===== config.mk =====
export PLATFORM = sky130hd
export DESIGN_NAME = bldc_six_step_commutation_ramp_unit
export DESIGN_NICKNAME = d
export VERILOG_FILES = /design/src/sv/bldc6s_pkg.sv /design/src/sv/bldc_six_step_commutation_ramp_unit.sv
export VERILOG_INCLUDE_DIRS = /design/src /design/src/sv
export SDC_FILE = /design/constraint.sdc
export NUM_CORES = 1
export LEC_CHECK = 0
export ABC_AREA = 1
export BUFFER_PORTS_ARGS = -buffer_cell sky130_fd_sc_hd__buf_2
export CAP_MARGIN = 5
export CORE_MARGIN = 2
export CORE_UTILIZATION = 35
export DETAILED_ROUTE_END_ITERATION = 12
export GPL_TIMING_DRIVEN = 0
export PLACE_DENSITY = 0.57
export SLEW_MARGIN = 20
export SYNTH_ARGS = -nofsm -noshare
export SYNTH_HDL_FRONTEND = slang
export SYNTH_SLANG_ARGS = --single-unit

===== constraint.sdc =====
create_clock -name clk -period 11.78 [get_ports clk]
set_input_delay 2.356 -clock clk [delete_from_list [all_inputs] [get_ports clk]]
set_output_delay 2.356 -clock clk [all_outputs]
set_load 0.02 [all_outputs]

===== src/sv/bldc_six_step_commutation_ramp_unit_macros.svh =====
// Assertion macros for the six-step commutation unit.
// Each macro expects clk and arst_n in scope.
`ifndef BLDC_SIX_STEP_COMMUTATION_RAMP_UNIT_MACROS_SVH
`define BLDC_SIX_STEP_COMMUTATION_RAMP_UNIT_MACROS_SVH
`ifndef SYNTHESIS
`define BLDC6S_ASSERT_IMP(lbl, pre, post) \
	lbl: assert property (@(posedge clk) disable iff (!arst_n) (pre) |-> (post)) \
		else $error("assertion failed");
`define BLDC6S_ASSERT_NXT(lbl, pre, post) \
	lbl: assert property (@(posedge clk) disable iff (!arst_n) (pre) |=> (post)) \
		else $error("assertion failed");
`else
`define BLDC6S_ASSERT_IMP(lbl, pre, post)
`define BLDC6S_ASSERT_NXT(lbl, pre, post)
`endif
`endif


===== src/sv/bldc6s_pkg.sv =====
`timescale 1ns / 1ps
package bldc6s_pkg;

	localparam int CFG_W = 16;
	localparam int DUTY_W = 8;
	localparam int IDX_W = 4;
	localparam int TIME_BITS_DEF = 16;
	localparam int NUM_PHASES = 6;

	localparam logic [CFG_W-1:0] START_ON_RST = 16'd8000;
	localparam logic [CFG_W-1:0] START_OFF_RST = 16'd2400;
	localparam logic [CFG_W-1:0] ON_STEP_RST = 16'd100;
	localparam logic [CFG_W-1:0] OFF_STEP_RST = 16'd30;
	localparam logic [CFG_W-1:0] END_ON_RST = 16'd2000;
	localparam logic [CFG_W-1:0] RUN_ON_RST = 16'd2500;
	localparam logic [CFG_W-1:0] RUN_OFF_RST = 16'd750;
	localparam logic [DUTY_W-1:0] DUTY_RST = 8'd80;

	typedef enum logic [IDX_W-1:0] {
		CFG_START_ON = 4'd0,
		CFG_START_OFF = 4'd1,
		CFG_ON_STEP = 4'd2,
		CFG_OFF_STEP = 4'd3,
		CFG_END_ON = 4'd4,
		CFG_RUN_ON = 4'd5,
		CFG_RUN_OFF = 4'd6,
		CFG_DUTY = 4'd7
	} cfg_idx_t;

	typedef enum logic [1:0] {
		LEG_A = 2'd0,
		LEG_B = 2'd1,
		LEG_C = 2'd2
	} leg_t;

	function automatic leg_t high_leg(input logic [2:0] ph);
		leg_t leg;
		case (ph)
			3'd0: leg = LEG_B;
			3'd1: leg = LEG_C;
			3'd2: leg = LEG_C;
			3'd3: leg = LEG_A;
			3'd4: leg = LEG_A;
			3'd5: leg = LEG_B;
			default: leg = LEG_A;
		endcase
		return leg;
	endfunction

	function automatic leg_t low_leg(input logic [2:0] ph);
		leg_t leg;
		case (ph)
			3'd0, 3'd1: leg = LEG_A;
			3'd2, 3'd3: leg = LEG_B;
			3'd4, 3'd5: leg = LEG_C;
			default: leg = LEG_A;
		endcase
		return leg;
	endfunction

endpackage


===== src/sv/bldc_six_step_commutation_ramp_unit.sv =====
`timescale 1ns / 1ps
// Open-loop six-step BLDC commutation timer with startup ramp.
// Input channel (in_valid/in_stall, payload restart): each word is one
// timer tick; restart=1 reloads the ramp and starts again at phase 0.
// Output channel (out_valid/out_stall): one result word per tick with the
// phase, low- and high-side legs, drive enable, PWM duty and run flag.
// Each result is registered, shown in the cycle after its tick is taken.
// It takes one tick per cycle unless a held result stalls; sequencer state
// and result register both update in the cycle the tick is taken, via one
// subtract-compare-select path on the TIME_BITS interval counter.
// in_stall rises only while a result is held and the receiver stalls it;
// the held result stays unchanged until taken.
// Config channel (cfg_valid/cfg_ready, cfg_index, cfg_data) is always
// ready; write only while idle. Indexes above 7 are ignored.
// Reset loads the register defaults, phase 0, on-time, ramp at its start
// values, and leaves the output register empty.
`include "bldc_six_step_commutation_ramp_unit_macros.svh"
module bldc_six_step_commutation_ramp_unit #(
	parameter int TIME_BITS = bldc6s_pkg::TIME_BITS_DEF
) (
	input  logic                              clk,
	input  logic                              arst_n,
	input  logic                              in_valid,
	output logic                              in_stall,
	input  logic                              restart,
	output logic                              out_valid,
	input  logic                              out_stall,
	output logic [2:0]                        phase_index,
	output logic [1:0]                        low_switch,
	output logic [1:0]                        high_switch,
	output logic                              drive_enable,
	output logic [bldc6s_pkg::DUTY_W-1:0]     duty_out,
	output logic                              running,
	input  logic                              cfg_valid,
	output logic                              cfg_ready,
	input  logic [bldc6s_pkg::IDX_W-1:0]      cfg_index,
	input  logic [bldc6s_pkg::CFG_W-1:0]      cfg_data
);

	localparam int CW = bldc6s_pkg::CFG_W;
	localparam logic [31:0] TMAX32 = (TIME_BITS >= 32) ? 32'hFFFF_FFFF
		: ((32'd1 << TIME_BITS) - 32'd1);

	function automatic logic [TIME_BITS-1:0] load_time(input logic [CW-1:0] t);
		logic [31:0] v;
		v = {{(32-CW){1'b0}}, t};
		if (v > TMAX32)
			v = TMAX32;
		return v[TIME_BITS-1:0];
	endfunction

	// configuration registers
	logic [CW-1:0] start_on_q, start_off_q, on_step_q, off_step_q;
	logic [CW-1:0] end_on_q, run_on_q, run_off_q;
	logic [bldc6s_pkg::DUTY_W-1:0] duty_q;

	// sequencer state
	logic                 run_q;
	logic [2:0]           step_q;
	logic                 on_q;
	logic [TIME_BITS-1:0] ticks_q;
	logic [CW-1:0]        ramp_on_q, ramp_off_q;

	logic in_acc;
	logic out_free;

	// state after optional restart
	logic                 run_c, on_c;
	logic [2:0]           ph_c;
	logic [TIME_BITS-1:0] ticks_c;
	logic [CW-1:0]        ramp_on_c, ramp_off_c;

	// next state
	logic                 run_n, on_n;
	logic [2:0]           step_n;
	logic [TIME_BITS-1:0] ticks_n;
	logic [CW-1:0]        ramp_on_n, ramp_off_n;
	logic [CW-1:0]        ramp_on_dec, ramp_off_dec;
	logic                 run_pass;

	assign cfg_ready = 1'b1;
	assign out_free = !out_valid || !out_stall;
	assign in_stall = !out_free;
	assign in_acc = in_valid && out_free;

	always_ff @(posedge clk or negedge arst_n) begin
		if (!arst_n) begin
			start_on_q <= bldc6s_pkg::START_ON_RST;
			start_off_q <= bldc6s_pkg::START_OFF_RST;
			on_step_q <= bldc6s_pkg::ON_STEP_RST;
			off_step_q <= bldc6s_pkg::OFF_STEP_RST;
			end_on_q <= bldc6s_pkg::END_ON_RST;
			run_on_q <= bldc6s_pkg::RUN_ON_RST;
			run_off_q <= bldc6s_pkg::RUN_OFF_RST;
			duty_q <= bldc6s_pkg::DUTY_RST;
		end else if (cfg_valid && cfg_ready) begin
			unique case (cfg_index)
				bldc6s_pkg::CFG_START_ON:  start_on_q <= cfg_data;
				bldc6s_pkg::CFG_START_OFF: start_off_q <= cfg_data;
				bldc6s_pkg::CFG_ON_STEP:   on_step_q <= cfg_data;
				bldc6s_pkg::CFG_OFF_STEP:  off_step_q <= cfg_data;
				bldc6s_pkg::CFG_END_ON:    end_on_q <= cfg_data;
				bldc6s_pkg::CFG_RUN_ON:    run_on_q <= cfg_data;
				bldc6s_pkg::CFG_RUN_OFF:   run_off_q <= cfg_data;
				bldc6s_pkg::CFG_DUTY:      duty_q <= cfg_data[bldc6s_pkg::DUTY_W-1:0];
				default: ;
			endcase
		end
	end

	always_comb begin
		if (restart) begin
			ramp_on_c = start_on_q;
			ramp_off_c = start_off_q;
			run_c = !(start_on_q > end_on_q);
			ph_c = 3'd0;
			on_c = 1'b1;
			ticks_c = load_time(run_c ? run_on_q : start_on_q);
		end else begin
			ramp_on_c = ramp_on_q;
			ramp_off_c = ramp_off_q;
			run_c = run_q;
			ph_c = (step_q > 3'd5) ? 3'd0 : step_q;
			on_c = on_q;
			ticks_c = ticks_q;
		end
	end

	always_comb begin
		ramp_on_dec = (ramp_on_c > on_step_q) ? ramp_on_c - on_step_q : '0;
		ramp_off_dec = (ramp_off_c > off_step_q) ? ramp_off_c - off_step_q : '0;
		run_pass = !(ramp_on_dec > end_on_q);
		run_n = run_c;
		on_n = on_c;
		step_n = ph_c;
		ramp_on_n = ramp_on_c;
		ramp_off_n = ramp_off_c;
		if (ticks_c > TIME_BITS'(1)) begin
			ticks_n = ticks_c - TIME_BITS'(1);
		end else if (on_c) begin
			on_n = 1'b0;
			ticks_n = load_time(run_c ? run_off_q : ramp_off_c);
		end else begin
			on_n = 1'b1;
			if (ph_c == 3'd5) begin
				step_n = 3'd0;
				if (!run_c) begin
					ramp_on_n = ramp_on_dec;
					ramp_off_n = ramp_off_dec;
					run_n = run_pass;
				end
			end else begin
				step_n = ph_c + 3'd1;
			end
			ticks_n = load_time(run_n ? run_on_q : ramp_on_n);
		end
	end

	always_ff @(posedge clk or negedge arst_n) begin
		if (!arst_n) begin
			run_q <= 1'b0;
			step_q <= 3'd0;
			on_q <= 1'b1;
			ticks_q <= load_time(bldc6s_pkg::START_ON_RST);
			ramp_on_q <= bldc6s_pkg::START_ON_RST;
			ramp_off_q <= bldc6s_pkg::START_OFF_RST;
		end else if (in_acc) begin
			run_q <= run_n;
			step_q <= step_n;
			on_q <= on_n;
			ticks_q <= ticks_n;
			ramp_on_q <= ramp_on_n;
			ramp_off_q <= ramp_off_n;
		end
	end

	always_ff @(posedge clk or negedge arst_n) begin
		if (!arst_n) begin
			out_valid <= 1'b0;
		end else if (out_free) begin
			out_valid <= in_valid;
		end
	end

	always_ff @(posedge clk) begin
		if (in_acc) begin
			phase_index <= ph_c;
			low_switch <= on_c ? bldc6s_pkg::low_leg(ph_c) : bldc6s_pkg::LEG_A;
			high_switch <= on_c ? bldc6s_pkg::high_leg(ph_c) : bldc6s_pkg::LEG_A;
			drive_enable <= on_c;
			duty_out <= on_c ? duty_q : '0;
			running <= run_c;
		end
	end

	`BLDC6S_ASSERT_IMP(a_step_range, 1'b1, step_q <= 3'd5)
	`BLDC6S_ASSERT_IMP(a_off_quiet, out_valid && !drive_enable,
		duty_out == '0 && low_switch == 2'd0 && high_switch == 2'd0)
	`BLDC6S_ASSERT_NXT(a_run_sticky, run_q && !(in_acc && restart), run_q)
	`BLDC6S_ASSERT_NXT(a_hold_state, !in_acc, $stable(step_q) && $stable(ticks_q))

endmodule


### After elaboration in Yosys (flattened, before gate mapping)

Index checks and enable logic that the tools add are counted.

| operators by class | value |
|---|---|
| magnitude comparators | 6 |
| multiplexer cells | 35 |
| reduce and logical (&&, ||, !) cells | 21 |
| $add $sub $neg | 4 |
| equal/unequal tests | 12 |

Operators by type and width:

| operator | count |
|---|---|
| 2-to-1 mux 16 bit | 18 |
| greater-than comparator 16 bit | 4 |
| subtractor 16 bit | 2 |
| == test 4 x 3 -> 1 bit (second input constant) | 4 |
| greater-than comparator 16 x 1 -> 1 bit (second input constant) | 1 |
| AND reduction 2 bit | 8 |
| subtractor 16 x 1 -> 16 bit (second input constant) | 1 |
| 2-to-1 mux 3 bit | 5 |
| 2-to-1 mux 1 bit | 10 |
| == test 4 x 2 -> 1 bit (second input constant) | 2 |
| case mux 2 bit (2 select lines) | 2 |
| OR reduction 2 bit | 4 |
| == test 3 x 2 -> 1 bit (second input constant) | 2 |
| == test 3 bit (second input constant) | 2 |
| logical NOT 1 bit | 5 |
| == test 4 x 1 -> 1 bit (second input constant) | 1 |
| logical NOT 4 bit | 1 |
| adder 3 x 1 -> 3 bit (second input constant) | 1 |
| == test 3 x 1 -> 1 bit (second input constant) | 1 |
| greater-than comparator 3 bit (second input constant) | 1 |
| logical NOT 3 bit | 1 |
| logical AND 1 bit | 1 |
| logical OR 1 bit | 1 |

| word-level totals | value |
|---|---|
| output and inout bits | 20 |
| input bits | 26 |
| logic and storage cells | 99 |
| register bits | 191 |

### Logic depth before layout (Yosys ltp)

| logic depth | value |
|---|---|
| depth in word-level cells | 12 |
| mapped depth | 39 |
| mapped depth without buffers | 34 |

### Worst setup path before layout

No wires, ideal clock.

| timing | value |
|---|---|
| kind | input to register |
| start point | input restart |
| end point | register ticks_q[3] |
| cell stages on the path | 35 |
| path slack | 5.047 ns |
| buffers on the path | 6 |
| arrival | 6.615 ns |
| cell sequence | buf_2 > buf_2 > clkbuf_1 > buf_1 > o21ai_0 > inv_1 > ha_1 > inv_1 > fa_1 > nand3_1 > nand2_1 > nand2_1 > nand2_1 > nand2_1 > nand2_1 > nand2_1 > clkbuf_1 > or2_2 > inv_1 > ha_1 > a21oi_1 > o21ai_0 > nand2_1 > nand2_1 > nand2_1 > nand2_1 > nand2_1 > nand2_1 > nand2_1 > clkbuf_1 > a21oi_1 > a21oi_1 > nand2_1 > nand3_1 > nand2_1 |

| between the ends | value |
|---|---|
| cells in the longest elaborated chain, start to end | 12 |

Ends and longest elaborated chain:

| what | line | RTL |
|---|---|---|
| from (decl) | bldc_six_step_commutation_ramp_unit.sv:25 | `input logic restart,` |
| 2-to-1 mux 16 bit | bldc_six_step_commutation_ramp_unit.sv:112 | `if (restart) begin` |
| subtractor 16 bit / greater-than comparator 16 bit (equally long branches) | bldc_six_step_commutation_ramp_unit.sv:130 | `ramp_on_dec = (ramp_on_c > on_step_q) ? ramp_on_c - on_step_q : '0;` |
| 2-to-1 mux 16 bit | bldc_six_step_commutation_ramp_unit.sv:130 |  |
| greater-than comparator 16 bit | bldc_six_step_commutation_ramp_unit.sv:132 | `run_pass = !(ramp_on_dec > end_on_q);` |
| logical NOT 1 bit | bldc_six_step_commutation_ramp_unit.sv:132 |  |
| 2-to-1 mux 1 bit | bldc_six_step_commutation_ramp_unit.sv:147 | `if (!run_c) begin` |
| 2-to-1 mux 1 bit | bldc_six_step_commutation_ramp_unit.sv:145 | `if (ph_c == 3'd5) begin` |
| 2-to-1 mux 1 bit | bldc_six_step_commutation_ramp_unit.sv:140 | `end else if (on_c) begin` |
| 2-to-1 mux 1 bit | bldc_six_step_commutation_ramp_unit.sv:138 | `if (ticks_c > TIME_BITS'(1)) begin` |
| 2-to-1 mux 16 bit | bldc_six_step_commutation_ramp_unit.sv:155 | `ticks_n = load_time(run_n ? run_on_q : ramp_on_n);` |
| 2-to-1 mux 16 bit | bldc_six_step_commutation_ramp_unit.sv:140 |  |
| 2-to-1 mux 16 bit (*) | bldc_six_step_commutation_ramp_unit.sv:138 |  |
| to (signal assigned) | bldc_six_step_commutation_ramp_unit.sv:164 | `ticks_q <= load_time(bldc6s_pkg::START_ON_RST);` |
| to (signal assigned) | bldc_six_step_commutation_ramp_unit.sv:171 | `ticks_q <= ticks_n;` |
| to (decl) | bldc_six_step_commutation_ramp_unit.sv:61 | `logic [TIME_BITS-1:0] ticks_q;` |

Mark *: on every way between the ends. The rest lies on a longest branch, timed or not. The select of a mux whose other input is x is not followed.
A chain may end at the register's enable or synchronous reset.

### Worst setup path after layout

| timing | value |
|---|---|
| start point | input restart |
| end point | register ticks_q[10] |

The elaborated chain is that of the path after synthesis.

==> summary.txt <==
Yosys
  – Syn avg cell area: between 6 and 7 sq um
  – Main synth FF type: sky130_fd_sc_hd__dfrtp_1
  – Share of synthesized area occupied by flip-flops and latches: a little under two fifths
  – Async set or reset register ratio after synthesis: between 90% and 100%
  – Warnings, synthesis: 0
  – Netlist cell types: 46
  – Total of flip-flops plus latches after synthesis: approximately 190
  – Number of standard cells after synthesis: roughly 1900
  – EDFF count, synth: 17
  – Post-synthesis instance area: about 13000 sq um
  – Syn Nets: around 2000

Clock network
  – Buffer type at the clock tree root: sky130_fd_sc_hd__clkbuf_16
  – Clock sink count: around 190
  – H-Tree Depth: 4
  – Number of resized instances in the post-cts repair step: 0
  – # hold bufs at CTS: 0
  – Clock transition at the registers of the reported paths: 0.08 ns
  – Deepest clock path buffer count: 2
  – Number of buffers inserted by post-CTS setup repair: 0
  – CTS buffer count: 17
  – Clock tree from TritonCTS: built
  – Latest clock arrival within the worst-skew pair: between 0.4 and 0.5 ns

Hold path
  – Hold Path End: ticks_q[6]$_DFFE_PN1P_
  – Type of the most critical hold path: reg -> reg
  – Hold wc startpoint: ticks_q[6]$_DFFE_PN1P_
  – Depth of the worst hold-timing path: 2

Timing
  – Pin slew with the least headroom to its limit: ~0.89 ns
  – Fin Clk Skew: about 0.017 ns
  – Setup TNS Final: 0 ns
  – Final Setup Violations: 0
  – Max transition margin: around two fifths
  – Minimum clock period: 8.65 ns
  – Fin worst setup slack: 3.13 ns
  – Slew Limit Fails: 0
  – RSZ-0062 raised after global routing: no
  – Maximum clock frequency: between 0.1 and 0.15 GHz
  – Final hold viol count: 0
  – Period Utilization, post-route: between 70% and 80%

Die
  – Count of standard-cell rows: 70
  – Initial standard-cell utilization of the core: 35.6%
  – Boundary pin count: 46
  – Die footprint: between 30000 and 40000 sq um
  – Core Region: 36700 sq um
  – Die outline height: ~200 microns
  – Floorplan die width: slightly below 200 microns

Routing
  – Final wirelength: ~49000 microns
  – Routed wirelength normalized by instance count: 19.8 microns
  – Drt first-iter violations: between 1000 and 1500
  – Post-DRT Antenna Nets: 0
  – First-pass DRT Iterations: 6
  – Post-route DRC violation count: 0
  – Via/cell ratio: 5.34
  – Total via count in the routed design: roughly 13000

Outcome
  – Status: complete, no violations

Finish
  – Ratio of cells with drive above 1 in the final layout: about a tenth
  – Final Util: approximately 39%
  – Count of filler cells inserted in the layout: roughly 4000
  – Most frequent cells in the layout: sky130_fd_sc_hd__nand2_1, sky130_fd_sc_hd__inv_1, sky130_fd_sc_hd__o21ai_0
  – Number of nets at the end of the flow: 2069
  – Finished Cell Area: 14500 sq um
  – Most common cell after layout, fill and taps aside: sky130_fd_sc_hd__nand2_1
  – Number of antenna cells inserted: 0
  – Area delta synth->final: 10.8%

Worst setup path
  – Worst path arrival time: 9.04 ns
  – R2R Setup Slk: a little over 6 ns
  – Most common cell type on the critical path: sky130_fd_sc_hd__nand2_1
  – Sum of buffers and inverters on the critical path: 9
  – Maximum single-stage delay on the critical path: 0.61 ns
  – Capture instance of the worst register-to-register path: ticks_q[10]$_DFFE_PN1P_
  – Worst Path Required: between 10 and 15 ns
  – Kind of end point of the critical path: flip-flop
  – Master of the slowest instance on the critical path: sky130_fd_sc_hd__buf_1
  – Critical path start-end classification: in -> reg
  – Highest fanout seen on the critical path: 10
  – Worst reg2reg path depth: 27
  – Worst flop-to-flop path startpoint: ramp_on_q[10]$_DFFE_PN1P_
  – Worst setup SP type: input pin
  – Largest delay contributor family on the critical path: buffers and inverters

Global route
  – Global-route wire length before repair: between 70000 and 80000 microns
  – Antenna violations before repair: 1
  – Via count of the first global-routing pass: around 12000
  – Maximum number of pins on one net before global-route repair: 92
  – Overall Global Routing Usage: around a quarter
  – Residual overflow from global routing: 0

Placement
  – Placement-stage cell area: ~14000 sq um
  – Pre-CTS setup slack: roughly 2.9 ns
  – Port buffer count: 43
  – Global placement routability congestion: 0.954
  – HPWL after detailed placement: ~38000 microns

Power
  – Maximum resistive drop on vdd: between 0.08 and 0.09 mV
  – Ratio of total power to cell area: between 150 and 200 nW/um^2
  – Total power: 0.00283 W
  – Leakage: 7.37 nW

Run
  – Number of max-capacitance violations reported: 0
==> metal layers <==
metal | vias to the layer above | GRT usage [%] | part of all wire, %
met2 | 495 | 38.3 | 43
met1 | 6245 | 36.4 | 46
met4 | 2 | 10.1 | 3.6
met3 | 102 | 4.71 | 7.8
li1 | 6260 | - | -
met5 | - | 0 | 0.037
==> flip-flops by register name, summed over array words and instances, names as in the netlist, 16 cells and up <==
signal,flops
end_on_q,16
off_step_q,16
on_step_q,16
ramp_off_q,16
ramp_on_q,16
run_off_q,16
run_on_q,16
start_off_q,16
start_on_q,16
ticks_q,16
==> worst min-delay path: cells and delay by family, from the launching register on <==
family	cells	cell delay [ns]
DFF	1	0.38
and+or+nand+nor	2	0.10
==> where the power goes <==
group | total (W) | internal, W | switching (W) | leakage, nW
Clock | 0.000580 | 0.000285 | 0.000294 | 0.278
Combinational | 0.00133 | 0.000428 | 0.000899 | 4.85
Sequential | 0.000921 | 0.000829 | 0.0000919 | 2.24
Total | 0.00283 | 0.00154 | 0.00128 | 7.37
==> cells in the mapped netlist (3+ instances only) <==
library cell,count,area [sq um]
sky130_fd_sc_hd__and2_1,4,25.0
sky130_fd_sc_hd__a21boi_0,5,37.5
sky130_fd_sc_hd__buf_2,17,85.1
sky130_fd_sc_hd__xor2_1,10,87.6
sky130_fd_sc_hd__ha_1,67,838
sky130_fd_sc_hd__nand3b_1,6,45.0
sky130_fd_sc_hd__nand2_4,5,56.3
sky130_fd_sc_hd__nor2_2,11,68.8
sky130_fd_sc_hd__or2_2,8,50.1
sky130_fd_sc_hd__xnor2_1,8,70.1
sky130_fd_sc_hd__a31oi_1,3,18.8
sky130_fd_sc_hd__nand2_1,701,2630
sky130_fd_sc_hd__nand2_2,9,56.3
sky130_fd_sc_hd__clkbuf_1,55,206
sky130_fd_sc_hd__a21oi_1,92,460
sky130_fd_sc_hd__o31ai_1,3,22.5
sky130_fd_sc_hd__o21bai_1,6,45.0
sky130_fd_sc_hd__edfxtp_1,17,510
sky130_fd_sc_hd__nand3_1,147,736
sky130_fd_sc_hd__o21ai_1,12,60.1
sky130_fd_sc_hd__nor3_1,11,55.1
sky130_fd_sc_hd__inv_2,3,11.3
sky130_fd_sc_hd__nor2_1,104,390
sky130_fd_sc_hd__nand4_1,16,100
sky130_fd_sc_hd__dfrtp_1,120,3000
sky130_fd_sc_hd__o211ai_1,9,67.6
sky130_fd_sc_hd__o21ai_0,183,916
sky130_fd_sc_hd__dfstp_2,54,1420
sky130_fd_sc_hd__inv_1,202,758
==> stage by stage <==
step | hold slack (ns) | cells
floorplan | 0.444 | 1911
global placement | 0.455 | 2422
detailed placement | 0.460 | 2423
CTS | 0.473 | 2455
global route | 0.493 | 2455
finish | 0.472 | 2455
==> how the worst max path moves through the flow <==
stage / start / endpoint / slack (ns) / cells past startpoint
finish: restart / ticks_q[10]$_DFFE_PN1P_ / 3.13 / 33
detailed placement: restart / ticks_q[8]$_DFFE_PN1P_ / 2.91 / 33
global route: restart / ticks_q[10]$_DFFE_PN1P_ / 2.77 / 33
global placement: restart / ticks_q[8]$_DFFE_PN1P_ / 2.88 / 33
CTS: restart / ticks_q[10]$_DFFE_PN1P_ / 3.38 / 33
floorplan: restart / ticks_q[3]$_DFFE_PN0P_ / 5.05 / 35
==> logic make-up (layout without fill, tap and decap cells) <==
family | after synthesis | in the layout | share of synthesized area, %
compound gates | 319 | 319 | 12.8
xor+xnor | 18 | 18 | 1.21
fa+ha+maj | 69 | 69 | 6.72
buf+inv | 284 | 360 | 8.55
flops | 191 | 191 | 37.7
other cells | 1 | 1 | 0.0287
simple gates | 1029 | 1029 | 33.0
==> final cells by class <==
cell class,count,area [sq um],area share [%]
Multi-Input combinational cell,1436,7030,48.5
Sequential cell,191,4930,34.1
Inverter,206,773,5.34
Tap cell,468,586,4.04
Clock buffer,19,443,3.06
Buffer,78,344,2.38
Timing Repair Buffer,44,253,1.75
Clock inverter,13,125,0.864
Note: power is estimated with default switching activity, not from simulation.
